<file path="src/rtl/core/mbe_cplx_sq.sv">
// Shared 32x32 multiplier unit: exact squares and cross product of |z| over 12 passes.
`default_nettype none

module mbe_cplx_sq #(
  parameter int FIXED_WIDTH = 64
) (
  input  wire logic                           clk,
  input  wire logic                           rst_n,
  input  wire logic                           go,
  input  wire logic [FIXED_WIDTH-1:0]         z_re,
  input  wire logic [FIXED_WIDTH-1:0]         z_im,
  output logic                                done,
  output logic [4*((FIXED_WIDTH+1)/2)-1:0]    p_rr,
  output logic [4*((FIXED_WIDTH+1)/2)-1:0]    p_ii,
  output logic [4*((FIXED_WIDTH+1)/2)-1:0]    p_ri
);

  localparam int W  = FIXED_WIDTH;
  localparam int H  = (W + 1) / 2;
  localparam int PW = 4 * H;
  localparam int NPP = 12;

  localparam logic [3:0] CNT_LAST = 4'(NPP - 1);

  localparam logic [1:0] PRD_RR = 2'd0;
  localparam logic [1:0] PRD_II = 2'd1;
  localparam logic [1:0] PRD_RI = 2'd2;

  logic            run_r;
  logic [3:0]      cnt_r;
  logic            pp_vld_r;
  logic            pp_last_r;
  logic            done_r;
  logic [2*H-1:0]  mag_re_r;
  logic [2*H-1:0]  mag_im_r;
  logic [2*H-1:0]  pp_r;
  logic [1:0]      pp_sel_r;
  logic [1:0]      pp_sh_r;
  logic [PW-1:0]   acc_rr_r;
  logic [PW-1:0]   acc_ii_r;
  logic [PW-1:0]   acc_ri_r;

  logic [W-1:0]    mag_re;
  logic [W-1:0]    mag_im;
  logic [2*H-1:0]  a_src;
  logic [2*H-1:0]  b_src;
  logic [H-1:0]    a_half;
  logic [H-1:0]    b_half;
  logic [PW-1:0]   pp_ext;
  logic [PW-1:0]   pp_shifted;

  assign mag_re = z_re[W-1] ? W'(-z_re) : z_re;
  assign mag_im = z_im[W-1] ? W'(-z_im) : z_im;

  always_comb begin
    a_src = (cnt_r[3:2] == PRD_II) ? mag_im_r : mag_re_r;
    b_src = (cnt_r[3:2] == PRD_RR) ? mag_re_r : mag_im_r;
    a_half = cnt_r[1] ? a_src[2*H-1:H] : a_src[H-1:0];
    b_half = cnt_r[0] ? b_src[2*H-1:H] : b_src[H-1:0];
  end

  always_comb begin
    pp_ext = PW'(pp_r);
    case (pp_sh_r)
      2'd0:    pp_shifted = pp_ext;
      2'd1:    pp_shifted = pp_ext << H;
      2'd2:    pp_shifted = pp_ext << (2 * H);
      default: pp_shifted = '0;
    endcase
  end

  always_ff @(posedge clk) begin
    if (!rst_n) begin
      run_r     <= 1'b0;
      cnt_r     <= '0;
      pp_vld_r  <= 1'b0;
      pp_last_r <= 1'b0;
      done_r    <= 1'b0;
    end else begin
      done_r    <= pp_vld_r & pp_last_r;
      pp_vld_r  <= run_r;
      pp_last_r <= run_r && (cnt_r == CNT_LAST);
      if (go) begin
        run_r <= 1'b1;
        cnt_r <= '0;
      end else if (run_r) begin
        if (cnt_r == CNT_LAST) begin
          run_r <= 1'b0;
        end
        cnt_r <= cnt_r + 4'd1;
      end
    end
  end

  always_ff @(posedge clk) begin
    if (go) begin
      mag_re_r <= (2*H)'(mag_re);
      mag_im_r <= (2*H)'(mag_im);
      acc_rr_r <= '0;
      acc_ii_r <= '0;
      acc_ri_r <= '0;
    end else if (pp_vld_r) begin
      case (pp_sel_r)
        PRD_RR:  acc_rr_r <= acc_rr_r + pp_shifted;
        PRD_II:  acc_ii_r <= acc_ii_r + pp_shifted;
        PRD_RI:  acc_ri_r <= acc_ri_r + pp_shifted;
        default: acc_ri_r <= acc_ri_r;
      endcase
    end
    if (run_r) begin
      pp_r     <= (2*H)'(a_half) * (2*H)'(b_half);
      pp_sel_r <= cnt_r[3:2];
      pp_sh_r  <= {1'b0, cnt_r[1]} + {1'b0, cnt_r[0]};
    end
  end

  assign done = done_r;
  assign p_rr = acc_rr_r;
  assign p_ii = acc_ii_r;
  assign p_ri = acc_ri_r;

endmodule

`default_nettype wire

</file>
<file path="config.mk">
export PLATFORM = sky130hd
export DESIGN_NAME = mbe_cplx_sq
export DESIGN_NICKNAME = d
export VERILOG_FILES = /design/src/rtl/core/mbe_cplx_sq.sv
export SDC_FILE = /design/constraint.sdc
export NUM_CORES = 2
export LEC_CHECK = 0
export BUFFER_PORTS_ARGS = -buffer_cell sky130_fd_sc_hd__buf_2
export CELL_PAD_IN_SITES_DETAIL_PLACEMENT = 1
export CELL_PAD_IN_SITES_GLOBAL_PLACEMENT = 1
export CORE_ASPECT_RATIO = 2
export CORE_MARGIN = 10
export CORE_UTILIZATION = 40
export CTS_CLUSTER_SIZE = 10
export DETAILED_ROUTE_END_ITERATION = 8
export PLACE_DENSITY_LB_ADDON = 0.1
export SLEW_MARGIN = 10
export SYNTH_ARGS = -nofsm -noshare
export SYNTH_HDL_FRONTEND = slang
export SYNTH_SLANG_ARGS = --single-unit
</file>
<file path="constraint.sdc">
create_clock -name clk -period 10.5 [get_ports clk]
set_input_delay 0 -clock clk [delete_from_list [all_inputs] [get_ports clk]]
set_output_delay 0 -clock clk [all_outputs]
set_load 0.01 [all_outputs]
</file>
==> impl_metrics.csv <==
group,metric,value,unit
status,status,"finished, final reports clean",
global_routing,global_route.overflow_total,0,
timing,post-route-min-period,10.26,ns
hold_path,hp_class,"primary input to flop",
routing,postRouteWirelength,445800,um
setup_path,setup.worst_path.start,"cnt_r[3]",
routing,num_vias,79477,
flow_run,timing.max_cap.violations,0,
layout,nets_finish,12310,
timing,tightest_slew,1.495,ns
placement,placedInstanceArea,87680,sq um
layout,final_cell_mix,"1582 x nand2_1, 998 x inv_1, 921 x nor2_1, 899 x fa_1, 854 x a21oi_1",
floorplan,die_width,337.0,um
timing,timing.final.hold_violations,0,
timing,report.final.slew_viol_count,0,
setup_path,reg2reg_depth,34,
clock_tree,h-tree-depth,3,
yosys,syn-instance-count,10021,
global_routing,vias_in_the_first_global_route,86924,
setup_path,timing.critical_path.to_type,"flop",
global_routing,grt_util_all_layers,0.3987,
timing,setup_total_negative_slack,0,ns
timing,timing.clock.skew,0.05328,ns
hold_path,timing.hold.worst_path_depth,3,
yosys,synth_enable_flop_cells,196,
setup_path,worstPathMaxFanout,31,
yosys,post_synth_instance_area,80380,sq um
layout,syn_to_final_growth,14.91,%
clock_tree,clk_path_buf_depth,3,
routing,post_route_antenna_net_violation_count,0,
timing,worst_rel_slew_slack,0.003025,
yosys,synth_adder_area_share,0.3246,
floorplan,core_region_area,199700,sq um
floorplan,core.rowCount,232,
yosys,asyncSetResetFlopFracSynth,0,
floorplan,floorplan.io_pins,516,
placement,routabilityCongestion,1.057,
timing,max_freq,0.09746,GHz
floorplan,fp.dieH,654.0,um
setup_path,cp_data_required_time,10.97,ns
yosys,synth-seq-area-share,0.1709,
setup_path,largest_stage_delay_on_the_critical_path,0.94,ns
setup_path,timing.critical_path.from_type,"flop",
setup_path,crit-reg2reg-launch,"cnt_r[3]",
routing,drt_first_iter_violations,4526,
layout,post_route_cells_drive_above_1_share,0.1049,
global_routing,grt_first_pass_wirelength,624000,um
routing,average_wire_length_per_cell_after_detail_routing,33.58,um
layout,fill_cells,24081,
clock_tree,cts_sink_count,588,
yosys,synth-compound-area-share,0.1830,
yosys,average_footprint_of_a_synthesized_cell,8.021,sq um
yosys,post_synth_and_or_nand_nor_area_fraction,0.1817,
floorplan,die_area,220400,sq um
yosys,mappedNetlistNets,11698,
timing,rsz0062_at_grt,"no",
yosys,synth.yosys.warnings,0,
routing,drtPass1Iterations,7,
global_routing,antenna_found_initial,23,
setup_path,cpMaxStageDelayCell,"fa_1",
yosys,synthMuxAreaShare,0.006304,
global_routing,grt_start_max_net_pins,163,
routing,drt-vias-per-instance,5.986,
clock_tree,tritoncts,"yes",
placement,numPortBuffers,515,
timing,final_critical_path_setup_slack,0.2399,ns
placement,post-place-ws,0.03069,ns
routing,drc_errors,0,
clock_tree,clock_insertion_delay_worst_skew,0.77,ns
hold_path,timing.hold.worst.start,"z_im[63]",
clock_tree,path_clk_slew,0.06,ns
yosys,dominant_combinational_cell_family_by_area_after_synthesis,"adder cells",
setup_path,cp.arrival,10.73,ns
yosys,synth_cell_types,83,
layout,layout.cells.most_common,"nand2_1",
layout,post-route-cell-area,92360,sq um
yosys,register_bit_count_reported_by_yosys,588,
clock_tree,cts_inserted_buffers,74,
timing,finalCritPeriodShare,0.9772,
setup_path,timing_worst_setup_path_type,"flop to flop",
yosys,ys_dominant_reg_cell,"dfxtp_1",
placement,detailed_place_hpwl,369800,um
timing,setup_viol_count_final,0,
yosys,synth-xor-area-share,0.05939,
setup_path,cell_repeated_most_along_the_worst_path,"fa_1",
clock_tree,cts-root-buf,"clkbuf_16",
floorplan,initial_core_util,0.4025,
## sequential cells by signal, summed over array words and instances (netlist names)
name / count
cnt_r: 4
done: 1
mag_im_r: 64
mag_re_r: 64
p_ii: 128
p_ri: 128
p_rr: 128
pp_last_r: 1
pp_r: 64
pp_sel_r: 2
pp_sh_r: 2
pp_vld_r: 1
run_r: 1
## kinds of logic (layout without fill, tap and decap cells)
family / count (synthesis) / count (layout)
AOI/OAI and AO/OA: 2359 / 2359
xor gates and xnor gates: 545 / 545
adders and majority gates: 1546 / 1546
buffers and inverters: 1588 / 2249
DFF: 588 / 588
muxes: 43 / 43
other: 0 / 21
and+or+nand+nor: 3352 / 3353
## worst paths after layout
check                              endpoint  slack [ns]
worst max-delay path               pp_r[61]        0.24
worst min register to register    p_rr[107]        0.48
worst min-delay path            mag_im_r[1]        0.05
worst max register to register     pp_r[61]        0.24
## per-layer routing
metal / part of all wire / global-route usage / vias to the layer above
met5: 0.00046 / 0.004167 / -
met4: 0.15 / 0.4879 / 16
met3: 0.061 / 0.09552 / 1674
met1: 0.29 / 0.3274 / 39892
met2: 0.50 / 0.7061 / 3073
li1: - / - / 34822
## cells in the mapped netlist (196+ instances only)
| cell | count | share of area |
|---|---|---|
| o21ai_0 | 450 | 0.028 |
| inv_1 | 999 | 0.047 |
| edfxtp_1 | 196 | 0.073 |
| dfxtp_1 | 392 | 0.098 |
| a21oi_1 | 854 | 0.053 |
| nand2_1 | 1582 | 0.074 |
| ha_1 | 647 | 0.10 |
| nand4_1 | 198 | 0.015 |
| a21o_1 | 279 | 0.026 |
| nor2_1 | 930 | 0.043 |
| xnor2_1 | 388 | 0.042 |
| clkbuf_1 | 559 | 0.026 |
| fa_1 | 899 | 0.22 |
## stage by stage
| stage | hold slack (ns) | util | instances |
|---|---|---|---|
| floorplan | 0.09887 | - | 10021 |
| global placement | 0.2132 | 0.4390 | 12897 |
| detailed placement | 0.2123 | 0.4390 | 12897 |
| CTS | 0.02058 | 0.4613 | 13242 |
| global route | 0.07494 | 0.4623 | 13264 |
| finish | 0.04690 | 0.4625 | 13278 |
## what timing repair did
action | in CTS | in global routing
gates resized for setup | 0 | 10
hold buffers | 219 | 0
endpoints found under the setup margin | 0 | 6
hold endpoints to repair | 236 | 0
setup buffers | 0 | 14
## critical path, delay by kind of cell (launching register included)
kind / cells / cell delay [ns]
fa+ha+maj: 9 / 4.80
compound gates: 7 / 1.59
simple gates: 10 / 1.79
buf+inv: 7 / 1.20
xor+xnor: 1 / 0.14
flops: 1 / 0.40
## area by class of cell
class / count / area, sq um / area share
antenna: 21 / 52.55 / 0.0005690
clock buffer: 114 / 2105 / 0.02279
clock inverter: 12 / 158.9 / 0.001720
inverter: 999 / 3754 / 0.04064
multi-input combinational: 7846 / 60950 / 0.6600
sequential: 588 / 13740 / 0.1488
tap: 2574 / 3221 / 0.03487
timing repair buffer: 1124 / 8371 / 0.09063
Power is not shown: default switching activity piles up to over one toggle a cycle in this logic, so the estimate is an artifact.
